`src/hw/rtl/shf_pkg.sv`:
```
// Shared types and constants for the sync-header frame parser.
package shf_pkg;

   localparam int DEFAULT_MAX_PAYLOAD = 512;

   localparam int BYTE_W = 8;
   localparam int KIND_W = 2;
   localparam int POS_W  = 9;
   localparam int FLEN_W = 10;
   localparam int CFG_W  = 10;

   localparam logic [CFG_W-1:0]  CFG_RESET = 10'd512;

   localparam logic [BYTE_W-1:0] HDR1_BYTE = 8'hAA;
   localparam logic [BYTE_W-1:0] HDR2_BYTE = 8'h55;

   localparam logic [KIND_W-1:0] KIND_DATA     = 2'd0;
   localparam logic [KIND_W-1:0] KIND_SUM_GOOD = 2'd1;
   localparam logic [KIND_W-1:0] KIND_SUM_BAD  = 2'd2;

   typedef struct packed {
      logic [KIND_W-1:0] kind;
      logic [BYTE_W-1:0] command;
      logic [BYTE_W-1:0] byte_value;
      logic [POS_W-1:0]  position;
      logic [FLEN_W-1:0] frame_length;
      logic [BYTE_W-1:0] computed_sum;
   } res_type;

endpackage

```
`src/hw/rtl/sync_header_frame_parser.sv`:
```
// Top level of the sync-header frame parser.
// Takes one received byte per transfer and hunts for the header 0xAA 0x55, then reads a
// command byte, a big-endian 16-bit length, the payload and an 8-bit sum checksum over
// command, length and payload. Every payload byte gives one result; the checksum byte
// gives a good or bad verdict. Header, command and length bytes give none, and a frame
// whose length is zero or above min(max_payload_len, MAX_PAYLOAD) is dropped silently.
// Throughput is one byte per clock while no result is held back: a byte waits in the
// input register, the parser handles it in a single pass and its result lands in the
// output register, which drives rsp_valid. A result held back by rsp_ready
// stalls the next result-producing byte in the input register. The csr port is always
// ready and should only be written while no frame is in flight.
module sync_header_frame_parser
   import shf_pkg::*;
#(
   parameter int MAX_PAYLOAD = DEFAULT_MAX_PAYLOAD
) (
   input  logic              clock,
   input  logic              reset,
   input  logic              req_valid,
   output logic              req_ready,
   input  logic [BYTE_W-1:0] req_rx_byte,
   output logic              rsp_valid,
   input  logic              rsp_ready,
   output logic [KIND_W-1:0] rsp_kind,
   output logic [BYTE_W-1:0] rsp_command,
   output logic [BYTE_W-1:0] rsp_byte_value,
   output logic [POS_W-1:0]  rsp_position,
   output logic [FLEN_W-1:0] rsp_frame_length,
   output logic [BYTE_W-1:0] rsp_computed_sum,
   input  logic              csr_valid,
   output logic              csr_ready,
   input  logic [CFG_W-1:0]  csr_max_payload_len
);

   logic [CFG_W-1:0]  max_len_ff;
   logic              item_valid;
   logic [BYTE_W-1:0] item_byte;
   logic              advance;
   logic              emit;
   logic              slot_free;
   res_type           result;

   assign csr_ready = 1'b1;

   always_ff @(posedge clock) begin
      if (reset) begin
         max_len_ff <= CFG_RESET;
      end else if (csr_valid && csr_ready) begin
         max_len_ff <= csr_max_payload_len;
      end
   end

   // Advance a byte unless its result has nowhere to go.
   assign advance = item_valid && (!emit || slot_free);

   shf_in_stage u_in (
      .clock       (clock),
      .reset       (reset),
      .req_valid   (req_valid),
      .req_ready   (req_ready),
      .req_rx_byte (req_rx_byte),
      .advance     (advance),
      .item_valid  (item_valid),
      .item_byte   (item_byte)
   );

   shf_parser #(
      .MAX_PAYLOAD (MAX_PAYLOAD)
   ) u_parser (
      .clock   (clock),
      .reset   (reset),
      .advance (advance),
      .rx_byte (item_byte),
      .max_len (max_len_ff),
      .emit    (emit),
      .result  (result)
   );

   shf_out_stage u_out (
      .clock            (clock),
      .reset            (reset),
      .load             (advance && emit),
      .result           (result),
      .slot_free        (slot_free),
      .rsp_valid        (rsp_valid),
      .rsp_ready        (rsp_ready),
      .rsp_kind         (rsp_kind),
      .rsp_command      (rsp_command),
      .rsp_byte_value   (rsp_byte_value),
      .rsp_position     (rsp_position),
      .rsp_frame_length (rsp_frame_length),
      .rsp_computed_sum (rsp_computed_sum)
   );

   a_no_overwrite: assert property (@(posedge clock) disable iff (reset)
      (advance && emit) |-> (!rsp_valid || rsp_ready))
      else $error("result loaded over one not yet taken");

   a_item_waits: assert property (@(posedge clock) disable iff (reset)
      (item_valid && !advance) |-> (emit && rsp_valid && !rsp_ready))
      else $error("input byte held without a stalled result");

   a_ready_when_empty: assert property (@(posedge clock) disable iff (reset)
      !item_valid |-> req_ready)
      else $error("input side not ready with an empty input register");

endmodule

```
`src/hw/rtl/shf_in_stage.sv`:
```
// Input register: holds one received byte until the parser takes it.
module shf_in_stage
   import shf_pkg::*;
(
   input  logic              clock,
   input  logic              reset,
   input  logic              req_valid,
   output logic              req_ready,
   input  logic [BYTE_W-1:0] req_rx_byte,
   input  logic              advance,
   output logic              item_valid,
   output logic [BYTE_W-1:0] item_byte
);

   logic              valid_ff;
   logic              valid_in;
   logic [BYTE_W-1:0] byte_ff;
   logic              take;

   assign req_ready = !valid_ff || advance;
   assign take      = req_valid && req_ready;

   always_comb begin
      valid_in = valid_ff;
      if (take) begin
         valid_in = 1'b1;
      end else if (advance) begin
         valid_in = 1'b0;
      end
   end

   always_ff @(posedge clock) begin
      if (reset) begin
         valid_ff <= 1'b0;
      end else begin
         valid_ff <= valid_in;
      end
      if (take) begin
         byte_ff <= req_rx_byte;
      end
   end

   assign item_valid = valid_ff;
   assign item_byte  = byte_ff;

endmodule

```
`src/hw/rtl/shf_parser.sv`:
```
// Frame parser state machine: header hunt, command, length, payload, checksum.
module shf_parser
   import shf_pkg::*;
#(
   parameter int MAX_PAYLOAD = DEFAULT_MAX_PAYLOAD
) (
   input  logic              clock,
   input  logic              reset,
   input  logic              advance,
   input  logic [BYTE_W-1:0] rx_byte,
   input  logic [CFG_W-1:0]  max_len,
   output logic              emit,
   output res_type           result
);

   localparam int LEN_W = $clog2(MAX_PAYLOAD + 1);

   typedef enum logic [2:0] {
      PH_HDR1 = 3'd0,
      PH_HDR2 = 3'd1,
      PH_CMD  = 3'd2,
      PH_LENH = 3'd3,
      PH_LENL = 3'd4,
      PH_DATA = 3'd5,
      PH_SUM  = 3'd6
   } phase_type;

   phase_type         phase_ff, phase_in;
   logic [BYTE_W-1:0] cmd_ff, cmd_in;
   logic [BYTE_W-1:0] lenh_ff, lenh_in;
   logic [LEN_W-1:0]  len_ff, len_in;
   logic [LEN_W-1:0]  cnt_ff, cnt_in;
   logic [BYTE_W-1:0] sum_ff, sum_in;

   logic [15:0]       len_full;
   logic              len_ok;
   logic [BYTE_W-1:0] sum_next;
   logic [LEN_W-1:0]  cnt_next;

   assign len_full = {lenh_ff, rx_byte};
   assign len_ok   = (len_full != 16'd0) && (len_full <= 16'(max_len))
                     && (len_full <= 16'(MAX_PAYLOAD));
   assign sum_next = sum_ff + rx_byte;
   assign cnt_next = cnt_ff + LEN_W'(1);

   assign emit = (phase_ff == PH_DATA) || (phase_ff == PH_SUM);

   always_comb begin
      phase_in = phase_ff;
      cmd_in   = cmd_ff;
      lenh_in  = lenh_ff;
      len_in   = len_ff;
      cnt_in   = cnt_ff;
      sum_in   = sum_ff;

      result.kind         = KIND_DATA;
      result.command      = cmd_ff;
      result.byte_value   = rx_byte;
      result.position     = POS_W'(cnt_ff);
      result.frame_length = FLEN_W'(len_ff);
      result.computed_sum = sum_next;

      unique case (phase_ff)
         PH_HDR1: begin
            phase_in = (rx_byte == HDR1_BYTE) ? PH_HDR2 : PH_HDR1;
         end
         PH_HDR2: begin
            phase_in = (rx_byte == HDR2_BYTE) ? PH_CMD : PH_HDR1;
         end
         PH_CMD: begin
            cmd_in   = rx_byte;
            sum_in   = rx_byte;
            phase_in = PH_LENH;
         end
         PH_LENH: begin
            lenh_in  = rx_byte;
            sum_in   = sum_next;
            phase_in = PH_LENL;
         end
         PH_LENL: begin
            // Only a length that passes the limit check reaches the payload phase.
            len_in   = LEN_W'(len_full);
            sum_in   = sum_next;
            cnt_in   = '0;
            phase_in = len_ok ? PH_DATA : PH_HDR1;
         end
         PH_DATA: begin
            sum_in = sum_next;
            cnt_in = cnt_next;
            if (cnt_next == len_ff) begin
               phase_in = PH_SUM;
            end
         end
         PH_SUM: begin
            result.kind         = (rx_byte == sum_ff) ? KIND_SUM_GOOD : KIND_SUM_BAD;
            result.position     = '0;
            result.computed_sum = sum_ff;
            phase_in            = PH_HDR1;
         end
         default: begin
            phase_in = (rx_byte == HDR1_BYTE) ? PH_HDR2 : PH_HDR1;
         end
      endcase
   end

   always_ff @(posedge clock) begin
      if (reset) begin
         phase_ff <= PH_HDR1;
      end else if (advance) begin
         phase_ff <= phase_in;
      end
      if (advance) begin
         cmd_ff  <= cmd_in;
         lenh_ff <= lenh_in;
         len_ff  <= len_in;
         cnt_ff  <= cnt_in;
         sum_ff  <= sum_in;
      end
   end

   a_cnt_below_len: assert property (@(posedge clock) disable iff (reset)
      (phase_ff == PH_DATA) |-> (cnt_ff < len_ff))
      else $error("payload count reached declared length inside payload phase");

   a_len_in_range: assert property (@(posedge clock) disable iff (reset)
      (phase_ff == PH_DATA) |-> (len_ff != '0 && 32'(len_ff) <= 32'(MAX_PAYLOAD)))
      else $error("payload phase entered with an out-of-range length");

   a_sum_returns: assert property (@(posedge clock) disable iff (reset)
      (advance && phase_ff == PH_SUM) |=> (phase_ff == PH_HDR1))
      else $error("checksum byte did not restart the header hunt");

endmodule

```
`src/hw/rtl/shf_out_stage.sv`:
```
// Result register: holds one result until the consumer takes it.
module shf_out_stage
   import shf_pkg::*;
(
   input  logic              clock,
   input  logic              reset,
   input  logic              load,
   input  res_type           result,
   output logic              slot_free,
   output logic              rsp_valid,
   input  logic              rsp_ready,
   output logic [KIND_W-1:0] rsp_kind,
   output logic [BYTE_W-1:0] rsp_command,
   output logic [BYTE_W-1:0] rsp_byte_value,
   output logic [POS_W-1:0]  rsp_position,
   output logic [FLEN_W-1:0] rsp_frame_length,
   output logic [BYTE_W-1:0] rsp_computed_sum
);

   logic    valid_ff;
   logic    valid_in;
   res_type res_ff;

   assign slot_free = !valid_ff || rsp_ready;

   always_comb begin
      valid_in = valid_ff;
      if (load) begin
         valid_in = 1'b1;
      end else if (rsp_ready) begin
         valid_in = 1'b0;
      end
   end

   always_ff @(posedge clock) begin
      if (reset) begin
         valid_ff <= 1'b0;
      end else begin
         valid_ff <= valid_in;
      end
      if (load) begin
         res_ff <= result;
      end
   end

   assign rsp_valid        = valid_ff;
   assign rsp_kind         = res_ff.kind;
   assign rsp_command      = res_ff.command;
   assign rsp_byte_value   = res_ff.byte_value;
   assign rsp_position     = res_ff.position;
   assign rsp_frame_length = res_ff.frame_length;
   assign rsp_computed_sum = res_ff.computed_sum;

endmodule
```
`config.mk`:
```
export PLATFORM = sky130hd
export DESIGN_NAME = sync_header_frame_parser
export DESIGN_NICKNAME = d
export VERILOG_FILES = /design/src/hw/rtl/shf_pkg.sv /design/src/hw/rtl/sync_header_frame_parser.sv /design/src/hw/rtl/shf_in_stage.sv /design/src/hw/rtl/shf_parser.sv /design/src/hw/rtl/shf_out_stage.sv
export SDC_FILE = /design/constraint.sdc
export NUM_CORES = 1
export LEC_CHECK = 0
export ABC_AREA = 1
export BUFFER_PORTS_ARGS = -buffer_cell sky130_fd_sc_hd__buf_2
export CELL_PAD_IN_SITES_DETAIL_PLACEMENT = 1
export CELL_PAD_IN_SITES_GLOBAL_PLACEMENT = 1
export CORE_MARGIN = 2
export CORE_UTILIZATION = 44
export DETAILED_ROUTE_END_ITERATION = 8
export PLACE_DENSITY_LB_ADDON = 0.1
export SYNTH_ARGS = -nofsm -noshare
export SYNTH_HDL_FRONTEND = slang
export SYNTH_HIERARCHICAL = 1
export SYNTH_SLANG_ARGS = --single-unit
```
`constraint.sdc`:
```
create_clock -name clock -period 3.21 [get_ports clock]
set_clock_uncertainty 0.15 [all_clocks]
set_input_delay 0.321 -clock clock [delete_from_list [all_inputs] [get_ports clock]]
set_output_delay 0.321 -clock clock [all_outputs]
set_load 0.1 [all_outputs]
```
## Word-level counts from Yosys, hierarchy flattened

Cells that the tools add are included.

| word-level totals | value |
|---|---|
| input bits | 23 |
| word-level logic and storage cells | 68 |
| bits in registers | 112 |

| operators by class | value |
|---|---|
| reductions and logical operators | 24 |
| $lt $le $gt $ge | 2 |
| mux-type cells | 13 |
| equal/unequal tests | 11 |
| add/sub/neg operators | 2 |

Operator list:

| cell | count |
|---|---|
| case mux 10 bit (2 select lines) | 1 |
| case mux 3 bit (6 select lines) | 1 |
| <= comparator 16 x 10 -> 1 bit | 1 |
| <= comparator 16 x 10 -> 1 bit, second input constant | 1 |
| case mux 8 bit (2 select lines) | 1 |
| nonzero test 16 bit | 1 |
| AND reduction 2 bit | 6 |
| adder 10 x 1 -> 10 bit, second input constant | 1 |
| equality test 10 bit | 1 |
| equality test 3 bit, second input constant | 3 |
| adder 8 bit | 1 |
| equality test 8 x 7 -> 1 bit, second input constant | 1 |
| equality test 8 bit | 1 |
| equality test 8 bit, second input constant | 1 |
| two-way mux 8 bit | 1 |
| nonzero test 2 bit | 4 |
| equality test 3 x 2 -> 1 bit, second input constant | 2 |
| two-way mux 3 bit | 2 |
| logical AND 1 bit | 5 |
| two-way mux 1 bit | 5 |
| logical OR 1 bit | 4 |
| two-way mux 2 bit | 2 |
| equality test 3 x 1 -> 1 bit, second input constant | 1 |
| zero test 1 bit | 3 |
| other kinds (2) | 2 |

## Depth between registers and ports, before layout

| logic depth | value |
|---|---|
| depth in word-level cells | 8 |
| depth in mapped cells | 15 |
| gate-level depth less buffers | 15 |

## Hierarchy

Netlist, hierarchy kept.

By module, submodules not included:

| module | seq. area each (um^2) | times used | cells an instance | area each (um^2) |
|---|---|---|---|---|
| shf_parser | 1381.3 | 1 | 378 | 3004.1 |
| shf_out_stage | 1371.3 | 1 | 50 | 1393.8 |
| sync_header_frame_parser | 200.2 | 1 | 68 | 445.4 |
| shf_in_stage | 260.2 | 1 | 14 | 287.8 |

## Worst setup path after synthesis

Ideal clock, no wire load.

| timing path | value |
|---|---|
| path kind | flip-flop to flip-flop |
| start point | register u_parser.phase_ff[2] |
| end point | register u_parser.cnt_ff[0], enable pin |
| data required time | 2670 ps |
| cell stages (with the launch flop) | 9 |
| period minus slack after synthesis | 2816 ps |
| arrival | 2276 ps |
| setup slack | 394 ps |
| setup time | 390 ps |
| path buffers | 1 |
| cell sequence | dfxtp_1 > inv_1 > nor3_1 > clkinv_1 > clkbuf_1 > nand2_1 > a21boi_0 > inv_1 > nor3_1 |

| between the ends | value |
|---|---|
| word-level cells in the longest chain between the ends | 6 |
| elaborated cells between the ends (all ways) | 9 |
| classes of those cells | eq/ne: 3; reduce/logical: 6 |

Ends and longest elaborated chain:

| element | line | text |
|---|---|---|
| from (decl) | shf_parser.sv:28 | `phase_type phase_ff, phase_in;` |
| from (signal assigned) | shf_parser.sv:110 | `phase_ff <= phase_in;` |
| equality test 3 bit | shf_parser.sv:46 | `assign emit = (phase_ff == PH_DATA) \|\| (phase_ff == PH_SUM);` |
| logical OR 1 bit (*) | shf_parser.sv:46 |  |
| named net emit | sync_header_frame_parser.sv:39 | `logic emit;` |
| zero test 1 bit (*) | sync_header_frame_parser.sv:54 | `assign advance = item_valid && (!emit \|\| slot_free);` |
| logical OR 1 bit (*) | sync_header_frame_parser.sv:54 |  |
| logical AND 1 bit (*) | sync_header_frame_parser.sv:54 |  |
| named net advance | sync_header_frame_parser.sv:38 | `logic advance;` |
| AND reduction 2 bit (no line) (*) | -- |  |
| to (signal assigned) | shf_parser.sv:116 | `cnt_ff <= cnt_in;` |
| to (decl) | shf_parser.sv:32 | `logic [LEN_W-1:0] cnt_ff, cnt_in;` |

The timed path passes the listed nets; every way through them passes the cells marked *.
A chain may end at the register's enable or synchronous reset.

## Final worst setup path

| timing path | value |
|---|---|
| start point | register u_parser.phase_ff[2] |
| end point | output req_ready |

| between the ends | value |
|---|---|
| word-level cells in the longest chain between the ends | 6 |
| elaborated cells between the ends (all ways) | 7 |
| classes of those cells | eq/ne: 2; reduce/logical: 5 |

Ends and longest elaborated chain:

| element | line | text |
|---|---|---|
| equality test 3 bit | shf_parser.sv:46 |  |
| logical OR 1 bit (*) | shf_parser.sv:46 |  |
| named net emit | sync_header_frame_parser.sv:39 |  |
| zero test 1 bit (*) | sync_header_frame_parser.sv:54 |  |
| logical OR 1 bit (*) | sync_header_frame_parser.sv:54 |  |
| logical AND 1 bit (*) | sync_header_frame_parser.sv:54 |  |
| named net advance | sync_header_frame_parser.sv:38 |  |
| logical OR 1 bit (*) | shf_in_stage.sv:20 | `assign req_ready = !valid_ff \|\| advance;` |
| to (decl) | sync_header_frame_parser.sv:20 | `output logic req_ready,` |

Marks and branches as above.

==> results.json <==
{
  "run_status": "completed",
  "crit_type": "reg2out",
  "yosysSeqAreaShare_pct": 62.6,
  "whs_ns": 0.00522,
  "ir_drop_mv": 0.239,
  "max_freq_ghz": 0.358,
  "finish.net_count": 634,
  "drtPass1Iterations": 4,
  "tightest_slew_ns": 0.783,
  "insertion_delay_ns": 0.36,
  "endpoint_kind": "primary output",
  "clkTransAtPathRegs_ns": 0.07,
  "drive_gt1_share_pct": 17.8,
  "initial_core_util_pct": 44.9,
  "die-area_um2": 12500,
  "grt_first_pass_wirelength_mm": 19.3,
  "synth_nets": 552,
  "fillerInstances": 1321,
  "place.gp.congestion": 0.916,
  "synth_top_cell_by_area": "edfxtp_1",
  "ys_top_cells_by_count": "nand2_1 (127), edfxtp_1 (97), inv_1 (81)",
  "p_int_uw": 2410,
  "dpl_worst_slack_ns": 0.567,
  "ys_top_cells_by_area": "edfxtp_1 (57%), nand2_1 (9.3%), inv_1 (5.9%)",
  "final.setup.tns_ns": 0,
  "power.share.combinational_pct": 9.2,
  "multi_input_area_um2": 1490,
  "slew_headroom_pct": 47.8,
  "wire_per_inst_um": 16.2,
  "cap_violations": 0,
  "synth.most_common_cell": "nand2_1",
  "layout_setup_ws_ns": 0.421,
  "rows": 39,
  "p_per_area_nw_per_um2": 531,
  "grt-ovfl-total": 0,
  "clock_sinks": 112,
  "switching_share_pct": 24.5,
  "dp_hpwl_mm": 8.63,
  "fin_cells": 740,
  "antenna_found_initial": 0,
  "hold_class": "in2reg",
  "ant_nets": 0,
  "slew_violations": 0,
  "arrival_ns": 2.32,
  "grt_max_degree": 47,
  "ios": 71,
  "max_stage_delay_ns": 0.48,
  "cpLargestDelayFamily": "buffers and inverters",
  "period_minus_slack_ns": 2.79,
  "async_flop_share_pct": 0,
  "placed_area_um2": 5630,
  "path_cells": "inv_1 > nor3_1 > buf_4 > clkinv_1 > nand2_1 > a21boi_0 > inv_2 > nand2_2 > buf_2",
  "grt_pass1_vias": 3906,
  "tritoncts": "built",
  "post_cts_buffers": 0,
  "hold_violations": 0,
  "avgSynthCellArea_um2": 10.1,
  "antenna_cells": 0,
  "netlist_area_um2": 5130,
  "rsz0062_at_grt": "no",
  "power.share.sequential_pct": 51.8,
  "placed_cells": 717,
  "syn2layout_area_growth_pct": 17.4,
  "switchingPower_uw": 782,
  "cts-root-buf": "clkbuf_16",
  "grt.total_usage_pct": 20.0,
  "synth_top_flop_cell": "edfxtp_1",
  "crit_fanout": 11,
  "h-tree-depth": 3,
  "final_area_um2": 6020,
  "period_share_pct": 86.9,
  "setup_violations": 0,
  "slowest_stage": "a21boi_0",
  "numPortBuffers": 69,
  "coreArea_um2": 11400,
  "synthCells": 510,
  "critical_path_required_ns": 2.74,
  "cts_inserted_buffers": 9,
  "ys_seq_elements": 112,
  "cp_num_buf_inv": 5,
  "p_leak_uw": 0.00269,
  "die_w_um": 112,
  "finalWirelength_mm": 12.0,
  "clockBufferDepth": 2,
  "clkPwrFrac_pct": 39.0,
  "yosys_warnings": 6,
  "via_count": 3668,
  "register_area_um2": 3210,
  "drtIter0Drc": 131,
  "synthDistinctLibCells": 33,
  "synth_edf_count": 97,
  "post-route-drc-count": 0,
  "dieHeight_um": 112,
  "yosysTopAreaCellShare_pct": 56.8,
  "critPathLaunchType": "flip-flop",
  "vias_per_cell": 4.96
}
## logic make-up after synthesis
group                      Yosys count  share of synthesized area (%)
and+or+nand+nor                    237                           19.4
DFF                                112                           62.6
buffers and inverters              100                           8.27
adders and majority gates           19                           4.78
AOI/OAI and AO/OA                   34                           3.68
other                                1                         0.0731
xor gates and xnor gates             7                           1.19
## power groups by stage
stage | logic, µW | registers (µW) | clock network, µW
global placement | 276 | 1690 | 0
finish | 295 | 1660 | 1250
CTS | 298 | 1660 | 1270
global route | 335 | 1660 | 1310
floorplan | 183 | 1710 | 0
detailed placement | 289 | 1690 | 0
## final timing paths
| kind | from | to | slack, ns | cells after the start |
|---|---|---|---|---|
| worst max-delay path | u_parser/phase_ff[2] | req_ready | 0.42 | 9 |
| worst min-delay path | req_rx_byte[4] | u_in/item_byte[4] | 0.005 | 1 |
| worst max register to register | u_parser/phase_ff[2] | u_parser/lenh_ff[1] | 0.54 | 8 |
| worst min register to register | u_parser/cmd_ff[6] | u_out/rsp_command[6] | 0.27 | 0 |
## state kept, by name, indices dropped and copies added (netlist names)
signal,cells
max_len_ff,10
u_out/rsp_frame_length,10
u_parser/cnt_ff,10
u_parser/len_ff,10
u_out/rsp_position,9
u_in/item_byte,8
u_out/rsp_byte_value,8
u_out/rsp_command,8
u_out/rsp_computed_sum,8
u_parser/cmd_ff,8
u_parser/lenh_ff,8
u_parser/sum_ff,8
u_parser/phase_ff,3
u_out/rsp_kind,2
u_in/item_valid,1
u_out/rsp_valid,1
## cell usage in the layout (no fill, tap or decap), types with 6 or more instances in the layout
| master | Yosys | layout |
|---|---|---|
| edfxtp_1 | 97 | 97 |
| ha_1 | 18 | 18 |
| a21oi_1 | 13 | 13 |
| buf_4 | 9 | 10 |
| buf_2 | 0 | 69 |
| nand2_1 | 127 | 127 |
| o21ai_0 | 14 | 14 |
| dlygate4sd3_1 | 0 | 7 |
| clkbuf_16 | 0 | 9 |
| nand3_1 | 25 | 25 |
| nor2_1 | 58 | 58 |
| nand4_1 | 6 | 6 |
| dfxtp_1 | 15 | 15 |
| inv_1 | 81 | 80 |
## timing repair
action,4_1_cts,5_1_grt
hold endpoints to repair,7,0
gates resized for setup,0,0
hold buffers,7,0
## layout make-up
type,instances,share of cell area [%]
repair buffers,86,8.14
clock inverters,6,1.62
multi-input cells,298,24.8
clock buffers,10,3.80
inverters,85,5.30
flip-flops and latches,112,53.4
well taps,143,2.97
## layer usage
layer  vias to the layer above  track usage (%)  wire length (µm)
met3                        25             3.38               469
met2                        83             35.2              6050
met1                      1749             24.1              5140
met4                         0             8.86               294
met5                         -                0                 0
li1                       1811                -                 -
## through the flow
step	utilization (%)	power [µW]
6_report	52.7	3200
5_1_grt	52.7	3310
4_1_cts	52.7	3230
3_5_place_dp	49.3	1980
3_3_place_gp	49.3	1960
2_1_floorplan	-	1890
No activity file was read; power rests on OpenSTA's default activity.
